[src/rtl/core/cpt_pkg.sv]
// ----------------------------------------------------------------------------
// cpt_pkg
// Shared constants, types and width helpers of the closest point unit.
// ----------------------------------------------------------------------------
package cpt_pkg;

  // Multiplier operand chunk and pipeline depth.
  localparam int MUL_CHUNK = 32;
  localparam int MUL_LAT   = 4;

  // Fraction bits of the barycentric parameters; one quotient bit per step.
  localparam int Q_BITS = 32;

  // Queue between the front and back parts.
  localparam int QUEUE_AW    = 2;
  localparam int QUEUE_DEPTH = 1 << QUEUE_AW;

  // Queue status seen by both parts.
  typedef struct packed {
    logic full;
    logic empty;
  } q_stat_t;

  // Width of the numerators and divisors for a given coordinate width.
  function automatic int div_width(int w);
    return 4 * w + 9;
  endfunction

  // Width of one queue entry: nine geometry words, four division operands, two flags.
  function automatic int pl_width(int w);
    return 9 * (w + 1) + 4 * (4 * w + 9) + 2;
  endfunction

endpackage

[src/rtl/core/cpt_queue.sv]
// ----------------------------------------------------------------------------
// cpt_queue
// Short item queue that decouples the front part from the back part.
// ----------------------------------------------------------------------------
module cpt_queue #(
  parameter int PLW = 8
) (
  input  logic                 clk,
  input  logic                 rst_n,
  input  logic                 push,
  input  logic [PLW-1:0]       wdata,
  input  logic                 pop,
  output logic [PLW-1:0]       rdata,
  output cpt_pkg::q_stat_t     stat
);

  localparam int AW = cpt_pkg::QUEUE_AW;

  logic [PLW-1:0] mem_r [cpt_pkg::QUEUE_DEPTH];
  logic [AW-1:0]  wr_ptr_r, rd_ptr_r;
  logic [AW:0]    cnt_r;

  // Pointers and fill count.
  always_ff @(posedge clk) begin
    if (!rst_n) begin
      wr_ptr_r <= '0;
      rd_ptr_r <= '0;
      cnt_r    <= '0;
    end else begin
      if (push) begin
        wr_ptr_r <= wr_ptr_r + 1'b1;
      end
      if (pop) begin
        rd_ptr_r <= rd_ptr_r + 1'b1;
      end
      if (push && !pop) begin
        cnt_r <= cnt_r + 1'b1;
      end else if (pop && !push) begin
        cnt_r <= cnt_r - 1'b1;
      end
    end
  end

  // Entry storage.
  always_ff @(posedge clk) begin
    if (push) begin
      mem_r[wr_ptr_r] <= wdata;
    end
  end

  assign rdata      = mem_r[rd_ptr_r];
  assign stat.full  = (cnt_r == (AW+1)'(cpt_pkg::QUEUE_DEPTH));
  assign stat.empty = (cnt_r == '0);

endmodule

[config.mk]
export PLATFORM = sky130hd
export DESIGN_NAME = cpt_queue
export DESIGN_NICKNAME = d
export VERILOG_FILES = /design/src/rtl/core/cpt_pkg.sv /design/src/rtl/core/cpt_queue.sv
export SDC_FILE = /design/constraint.sdc
export NUM_CORES = 1
export LEC_CHECK = 0
export BUFFER_PORTS_ARGS = -buffer_cell sky130_fd_sc_hd__buf_2
export CORE_ASPECT_RATIO = 0.7
export CORE_MARGIN = 1
export CORE_UTILIZATION = 49
export DETAILED_ROUTE_END_ITERATION = 10
export PLACE_DENSITY = 0.7
export SLEW_MARGIN = 5
export SYNTH_ARGS = -nofsm -noshare
export SYNTH_HDL_FRONTEND = slang
export SYNTH_SLANG_ARGS = --single-unit
[constraint.sdc]
create_clock -name clk -period 2.4 [get_ports clk]
set_input_delay 0.48 -clock clk [delete_from_list [all_inputs] [get_ports clk]]
set_output_delay 0.48 -clock clk [all_outputs]
set_load 0.1 [all_outputs]
==> results.md, run 1 <==
- Pin count of the biggest net entering global routing: 13
- Top cells by area, synth: edfxtp_1 (60%), dfxtp_1 (11%), mux4_2 (11%)
- Most frequent cells in the layout: edfxtp_1 (32), buf_2 (21), and2_1 (9), dfxtp_1 (9), mux4_2 (8)
- WP data required: 1.92 ns
- Die area: 0.00351 sq mm
- Placed cell area: 0.00177 sq mm
- CP max-delay cell: mux4_2
- Mapped Area: 0.00160 sq mm
- RSZ-0062 raised after global routing: false
- Fin area: 0.00188 sq mm
- Ys flop type: edfxtp_1
- Synth warnings: 0
- CP max stage delay: 0.51 ns
- Fin Hold WS: 0.404 ns
- Worst Skew: 0.00720 ns
- Crit share post-route: 94.1%
- Total power: 1.79 mW
- Setup TNS: 0 ns
- Yosys reg bits: 41
- Via count: 778
- Layout cell share with drive strength beyond 1: 34.5%
- Number of global-route vias before repair: 753
- Die X: 70.4 um
- PwrDens: 951 mW/mm^2
- Post-CTS setup buffers: 0
- CP Class: register to output pin
- Largest family of logic cells by synthesized area: multiplexers
- Clock share of power: 31.6%
- Nets: 130
- Clock Tree Root: clkbuf_8
- Leak: 0.696 nW
- Antenna violations before repair: 0
- Total CTS buffers: 5
- Xor-xnor portion of the synthesized cell area: 2.73%
- Share of the synthesized area in the top cell type: 60.0%
- Worst Path Arrival: 1.78 ns
- Internal power: 1.25 mW
- Yosys top cell by area: edfxtp_1
- I/O Buffers: 21
- Post-DP HPWL: 1700 um
- Syn Area/Cell: 18.9 sq um
- Start of the worst register-to-register path: cnt_r[0]$_SDFFE_PN0P_
- Max Cap Viol: 0
- IO Pins: 22
- Fill cells: 206
- Outcome: complete, no violations
- Area Overhead vs Synth: 17.5%
- GRT overflow: 0
- Rows: 16
- Global-route wire length before repair: 3900 um
- Hold EP: mem_r[0][7]$_DFFE_PP_
- Setup violators final: 0
- Antenna Cells: 0
- CTS resizes: 0
- Post-synthesis mux area share: 12.5%
- Post-synth net total: 103
- CTS tree: yes
- Min cycle time layout: 2.26 ns
- Peak supply drop: 453 uV
- GP Congestion: 0.719
- R2R cell count: 4
- Post-route ant nets: 0
- Bufs on Longest Clock Path: 2
- Commonest non-fill, non-tap cell in the layout: edfxtp_1
- H-tree depth: 2
- Maximum fanout along the worst path: 5
- Hold Buf Count CTS: 0
- Critical path endpoint category: output pin
- CP Cell Sequence: buf_12, mux4_2, buf_2
- CTS sink count: 41
- Reg2Reg Capture Point: cnt_r[2]$_SDFFE_PN0P_
- Worst-Margin Slew: 0.490 ns
- Crit path launch type: register
- DIE HEIGHT: 49.9 um
- EDFF count, synth: 32
- Total track usage: 16.3%
- Net switching power: 0.542 mW
- Hold Path Origin: wdata[7]
- Initial Util: 54.5%
- Starting DRT DRC Count: 66
- Area share of fa/ha/maj cells after synthesis: 5.15%
- Fmax: 443 MHz
- R2R setup slack: 0.92 ns
- Rel. slew slack: 67.5%
- Switching Fraction: 30.3%
- Drt wl/cell: 16.5 um
- Asr flop ratio synth: 0%
- Final design utilization: 64.0%
- Clock-pin slew of the registers on the worst-case setup and hold paths: 0.08 ns
- CORE AREA: 0.00294 sq mm
- Residual DRC: 0
- Hold Path Stages: 1
- Yosys cell types: 19
- Fin. max-slew vios: 0
- Simple-gate share of the synthesized area: 5.70%
- Sequential share of power: 47.1%
- Total wire length: 2470 um
- Synth Area in Compound Gates: 0.781%
- First-pass DRT Iterations: 4
- Final hold violation count: 0
- Seq/Total Area, Yosys: 71.2%
- Vias per cell: 5.22
- Worst-Skew Late Latency: 0.29 ns
- Post-Syn Instances: 85
- Hold WC Path Type: input port to register
- Power share of the combinational group: 21.3%
==> cell usage after synthesis, types with 2 or more instances <==
| cell type | instances |
|---|---|
| edfxtp_1 | 32 |
| mux2i_1 | 2 |
| xor2_1 | 3 |
| and2_1 | 9 |
| xnor2_1 | 2 |
| dfxtp_1 | 9 |
| inv_1 | 4 |
| nor2b_1 | 2 |
| ha_1 | 5 |
| mux4_2 | 8 |
==> state kept, by name (all words and copies together) (netlist names), named ones only <==
signal and count:
mem_r 32, rd_ptr_r 2, cnt_r 3, wr_ptr_r 2
==> layout make-up <==
class                   instances  area, sq um  area share, %
inverters                       4         15.0          0.797
clock inverters                 1         30.0           1.59
multi-input cells              38          440           23.4
repair buffers                 22          125           6.64
flip-flops and latches         41         1140           60.6
clock buffers                   7         86.3           4.58
well taps                      36         45.0           2.39
==> per-stage QoR <==
stage / worst slack, ns / std cells
2_1_floorplan: 0.341 / 85
3_3_place_gp: 0.470 / 141
3_5_place_dp: 0.448 / 141
4_1_cts: 0.118 / 149
5_1_grt: 0.0598 / 149
6_report: 0.141 / 149
==> power by group through the flow <==
stage               clock [mW]  combinational (mW)  sequential, mW
finish                   0.566               0.381           0.843
global route             0.608               0.399           0.851
CTS                      0.576               0.383           0.844
detailed placement           0               0.382           0.860
global placement             0               0.377           0.858
floorplan                    0               0.329           0.845
==> worst max-delay path by stage <==
stage | to | slack [ns] | cells after the start
after floorplan | stat[1] | 0.34 | 1
after detailed placement | cnt_r[2]$_SDFFE_PN0P_ | 0.45 | 8
after global routing | rdata[1] | 0.06 | 3
final | rdata[1] | 0.14 | 3
after global placement | rdata[1] | 0.47 | 3
after CTS | rdata[1] | 0.12 | 3
==> worst max-delay path: cells and delay by family, from the launching register on <==
family	cells	cell delay, ns
flip-flops	1	0.49
buffers and inverters	2	0.48
multiplexers	1	0.51
==> cell families (layout without fill, tap and decap cells) <==
logic type               Yosys count  after routing
flip-flops                        41             41
XOR/XNOR                           5              5
buffers and inverters              6             34
AND/OR/NAND/NOR                   15             15
AO/OA/AOI/OAI                      2              2
multiplexers                      10             10
adder cells (fa/ha/maj)            6              6
==> metal layers <==
layer | track usage, % | up-vias | wire, um
li1 | - | 370 | -
met1 | 22.9 | 386 | 1250
met2 | 22.1 | 17 | 1070
met3 | 5.73 | 5 | 105
met4 | 9.00 | 0 | 43
met5 | 0 | - | 0
Power figures use the tool's default switching activity.
==> run 2, diff against run 1 <==
--- a/config.mk
+++ b/config.mk
@@ -8,9 +8,8 @@
 export BUFFER_PORTS_ARGS = -buffer_cell sky130_fd_sc_hd__buf_2
 export CORE_ASPECT_RATIO = 0.7
 export CORE_MARGIN = 1
-export CORE_UTILIZATION = 49
+export CORE_UTILIZATION = 30
 export DETAILED_ROUTE_END_ITERATION = 10
-export PLACE_DENSITY = 0.7
 export SLEW_MARGIN = 5
 export SYNTH_ARGS = -nofsm -noshare
 export SYNTH_HDL_FRONTEND = slang
==> run 2 against run 1 <==
Net effect: sequential share of layout area decreased by 0.83 points; flip-flop and latch count did not move; via count up 2.3%; design area grew 1.4%; largest power group unchanged.
==> results.md, run 2 (synthesis results as in run 1) <==
- Worst-Skew Late Latency: 0.29 ns
- DIE HEIGHT: 63.2 um
- CP max-delay cell: mux4_2
- Initial Util: 32.3%
- Clock share of power: 30.3%
- Final hold violation count: 0
- Residual DRC: 0
- Min cycle time layout: 2.10 ns
- CTS tree: yes
- Maximum fanout along the worst path: 4
- Top reg by flops: mem_r
- Clock Tree Root: clkbuf_8
- Commonest non-fill, non-tap cell in the layout: edfxtp_1
- Bufs on Longest Clock Path: 2
- Multi-input gate area in the final layout: 440 sq um
- Most frequent cells in the layout: edfxtp_1 (32), buf_2 (21), and2_1 (9), dfxtp_1 (9), mux4_2 (8)
- Storage cell area: 0.00114 sq mm
- Die X: 89.4 um
- Area Overhead vs Synth: 19.1%
- Worst-Margin Slew: 0.491 ns
- Total wire length: 2640 um
- Sequential share of power: 47.8%
- H-tree depth: 2
- Power share of the combinational group: 21.9%
- Via count: 796
- Vias per cell: 4.35
- Setup TNS: 0 ns
- Drt wl/cell: 14.4 um
- Clock-pin slew of the registers on the worst-case setup and hold paths: 0.07 ns
- Starting DRT DRC Count: 18
- CP max stage delay: 0.53 ns
- Crit path launch type: register
- Hold WC Path Type: input port to register
- Antenna Cells: 0
- Internal power: 1.21 mW
- Number of global-route vias before repair: 823
- Rel. slew slack: 67.5%
- GRT overflow: 0
- Crit share post-route: 87.7%
- Fin Hold WS: 0.405 ns
- RSZ-0062 raised after global routing: false
- Setup violators final: 0
- Max Cap Viol: 0
- Post-CTS setup buffers: 0
- Total track usage: 10.4%
- Die area: 0.00564 sq mm
- Pin count of the biggest net entering global routing: 13
- Total CTS buffers: 5
- Fill cells: 465
- Global-route wire length before repair: 4110 um
- Hold Buf Count CTS: 0
- Nets: 131
- Peak supply drop: 204 uV
- Switching Fraction: 30.9%
- CTS resizes: 0
- CP Cell Sequence: buf_4, mux4_2, buf_2
- I/O Buffers: 21
- Outcome: complete, no violations
- CP Class: register to output pin
- Rows: 21
- Fmax: 475 MHz
- DP Worst Slack: 0.417 ns
- First-pass DRT Iterations: 2
- Fin. max-slew vios: 0
- Net switching power: 0.544 mW
- Post-route ant nets: 0
- Critical path endpoint category: output pin
- Layout cell share with drive strength beyond 1: 34.2%
- Top flop regs: mem_r: 32 flops, cnt_r: 3 flops
- Antenna violations before repair: 0
- Leak: 0.692 nW
- Post-DP HPWL: 1830 um
- Post-route setup slack: 0.295 ns
- IO Pins: 22
- WP data required: 1.92 ns
- PwrDens: 921 mW/mm^2
- Worst Skew: 0.00161 ns
- Worst Path Arrival: 1.62 ns
- CTS sink count: 41
- Largest register FFs: 32
- CORE AREA: 0.00497 sq mm
- GP Congestion: 0.700
[run 2: cell count changes in the layout (fill, tap and decap cells not counted), sizes merged]
cell | before | now
clkinv | 0 | 1
clkbuf | 7 | 6
buf | 22 | 23
[run 2: final timing paths]
| check | to | start | slack (ns) | cells after the start |
|---|---|---|---|---|
| min reg2reg | cnt_r[2]$_SDFFE_PN0P_ | cnt_r[2]$_SDFFE_PN0P_ | 0.50 | 2 |
| max reg2reg | cnt_r[2]$_SDFFE_PN0P_ | cnt_r[0]$_SDFFE_PN0P_ | 0.88 | 4 |
| min | mem_r[1][3]$_DFFE_PP_ | wdata[3] | 0.41 | 1 |
| max | rdata[7] | register | 0.30 | 3 |
[run 2: through the flow]
| stage | utilization (%) | total power, mW | area (sq um) | std cells |
|---|---|---|---|---|
| floorplan | - | 1.17 | 1610 | 85 |
| global route | 38.4 | 1.82 | 1910 | 183 |
| global placement | 36.3 | 1.23 | 1800 | 175 |
| CTS | 38.4 | 1.78 | 1910 | 183 |
| detailed placement | 36.3 | 1.25 | 1800 | 175 |
| finish | 38.4 | 1.76 | 1910 | 183 |
[run 2: final cells by class]
class                   count  area share, %
flip-flops and latches     41           59.8
clock buffers               6           3.80
clock inverters             2           1.77
repair buffers             23           6.29
multi-input cells          38           23.1
inverters                   4          0.786
well taps                  69           4.52
[run 2: power groups by stage]
| stage | Combinational, mW | Clock (mW) | Sequential [mW] |
|---|---|---|---|
| final | 0.385 | 0.533 | 0.840 |
| after global routing | 0.406 | 0.572 | 0.846 |
| after CTS | 0.389 | 0.546 | 0.841 |
| after detailed placement | 0.388 | 0 | 0.857 |
| after global placement | 0.379 | 0 | 0.854 |
| after floorplan | 0.329 | 0 | 0.845 |
[run 2: per-layer routing]
layer  share of wire, %  global-route usage (%)  routed length, um  vias to the layer above
li1                   -                       -                  -                      371
met1                 45                    13.0               1190                      407
met2                 50                    16.3               1320                       13
met3                3.4                    3.93                 89                        5
met4                1.4                    3.57                 37                        0
met5                  0                       0                  0                        -
[run 2: worst max-delay path: cells and delay by family, from the launching register on]
kind	cells	cell delay, ns
buf+inv	2	0.47
flops	1	0.34
mux	1	0.53
==> run 3, diff against run 2 <==
==> constraint.sdc (replaced) <==
create_clock -name clk -period 2 [get_ports clk]
set_input_delay 0.4 -clock clk [delete_from_list [all_inputs] [get_ports clk]]
set_output_delay 0.4 -clock clk [all_outputs]
set_load 0.1 [all_outputs]
==> run 3 against run 2 <==
Net effect: clock power decreased by 9.9%; global-route usage about the same; power increased by 12%; first-iteration DRC count increased by 11%; register-to-register slack got worse by 0.38 ns; design area decreased by 0.52%; critical path depth unchanged; clock skew increased by 0.0031 ns; critical path type unchanged; largest cell class unchanged; largest power group unchanged; highest routed layer unchanged.
==> results.md, run 3 (synthesis results as in run 1) <==
- Outcome: complete, no violations
- Finished Layout Cells: 181
- Rows: 21
- PwrDens: 1040 mW/mm^2
- Drt wl/cell: 14.3 um
- Starting DRT DRC Count: 20
- Initial Util: 32.3%
- Peak supply drop: 225 uV
- Critical path endpoint category: output pin
- Power share of the combinational group: 24.5%
- Total power: 1.97 mW
- Placed Instances: 174
- Nets: 130
- Switching Fraction: 31.9%
- Sequential share of power: 51.1%
- CTS sink count: 41
- Fill cells: 464
- Die X: 89.4 um
- Bufs on Longest Clock Path: 2
- Total wire length: 2590 um
- Largest register FFs: 32
- Hold Path Stages: 1
- GP Congestion: 0.726
- Layout cell share with drive strength beyond 1: 33.0%
- CP Class: register to output pin
- Pin count of the biggest net entering global routing: 12
- Max Cap Viol: 0
- R2R cell count: 4
- Vias per cell: 4.20
- GRT overflow: 0
- Top flop regs: mem_r: 32 flops, cnt_r: 3 flops
- Crit share post-route: 96.4%
- R2R setup slack: 0.50 ns
- Setup violators final: 0
- DIE HEIGHT: 63.2 um
- CTS tree: yes
- Fin. max-slew vios: 0
- Commonest non-fill, non-tap cell in the layout: edfxtp_1
- Post-route setup slack: 0.0715 ns
- Number of global-route vias before repair: 859
- Via count: 760
- Die area: 0.00564 sq mm
- WP data required: 1.60 ns
- Total CTS buffers: 5
- Most frequent cells in the layout: edfxtp_1 (32), buf_2 (13), and2_1 (9), dfxtp_1 (9), mux4_2 (8)
- Setup TNS: 0 ns
- Start of the worst register-to-register path: cnt_r[0]$_SDFFE_PN0P_
- Area Overhead vs Synth: 18.5%
- RSZ-0062 raised after global routing: false
- Global-route wire length before repair: 4000 um
- Post-CTS setup buffers: 0
- Net switching power: 0.630 mW
- Worst Skew: 0.00466 ns
- Worst Path Arrival: 1.53 ns
- Final hold violation count: 0
- Crit path launch type: register
- Fmax: 519 MHz
- Worst-Skew Late Latency: 0.28 ns
- Top reg by flops: mem_r
- Post-DP HPWL: 1840 um
- Hold EP: mem_r[2][3]$_DFFE_PP_
- Hold WC Path Type: input port to register
- Antenna Cells: 0
- CORE AREA: 0.00497 sq mm
- Internal power: 1.34 mW
- Clock Tree Root: clkbuf_8
- I/O Buffers: 21
- Rel. slew slack: 67.7%
- Post-route ant nets: 0
- H-tree depth: 2
- First-pass DRT Iterations: 4
- Antenna violations before repair: 0
- Worst-Margin Slew: 0.487 ns
- Hold Path Origin: wdata[3]
- DP Worst Slack: 0.0663 ns
- Clock-pin slew of the registers on the worst-case setup and hold paths: 0.07 ns
- Maximum fanout along the worst path: 8
- Total track usage: 10.3%
- Reg2Reg Capture Point: cnt_r[2]$_SDFFE_PN0P_
- IO Pins: 22
- Residual DRC: 0
- Clock share of power: 24.4%
- Min cycle time layout: 1.93 ns
- Leak: 0.682 nW
-- run 3: area by class of cell --
cell class	instances	area (sq um)	area share [%]
timing repair buffer	22	140	7.38
inverter	4	15.0	0.791
multi-input combinational	38	440	23.2
tap	69	86.3	4.55
sequential	41	1140	60.1
clock buffer	6	72.6	3.82
clock inverter	1	3.75	0.198
-- run 3: through the flow --
step / hold slack (ns) / util (%) / instance area (sq um)
detailed placement: 0.505 / 36.2 / 1800
global placement: 0.486 / 36.2 / 1800
finish: 0.332 / 38.2 / 1900
CTS: 0.324 / 38.2 / 1900
global route: 0.328 / 38.2 / 1900
floorplan: 0.475 / - / 1610
-- run 3: critical path, stage by stage (launching register included) --
cell and delay (ns):
dfxtp_1 0.32, buf_6 0.16, mux4_2 0.51, buf_4 0.25
-- run 3: timing repair --
| item | 4_1_cts | 5_1_grt |
|---|---|---|
| cloned | 0 | 0 |
| endpoints found under the setup margin | 8 | 8 |
| hold endpoints to repair | 0 | 0 |
| hold buffers | 0 | 0 |
| resized for setup | 9 | 1 |
-- run 3: layer usage --
metal	global-route usage, %	part of all wire, %	vias to the layer above
li1	-	-	370
met1	11.5	44	370
met2	17.1	51	14
met3	3.01	2.9	6
met4	6.75	2.5	0
met5	0	0	-
-- run 3: how the worst max path moves through the flow --
stage	start	slack [ns]	to
after floorplan	cnt_r[1]$_SDFFE_PN0P_	0.02	stat[1]
after detailed placement	push	0.07	cnt_r[2]$_SDFFE_PN0P_
after CTS	register	0.005	rdata[7]
final	register	0.07	rdata[7]
after global routing	register	0.004	rdata[7]
after global placement	push	0.18	cnt_r[2]$_SDFFE_PN0P_
-- run 3: power groups by stage --
stage	combinational [mW]	clock, mW	sequential [mW]
after CTS	0.487	0.494	1.01
after floorplan	0.395	0	1.01
after global routing	0.507	0.528	1.01
after global placement	0.456	0	1.02
final	0.484	0.480	1.01
after detailed placement	0.467	0	1.03
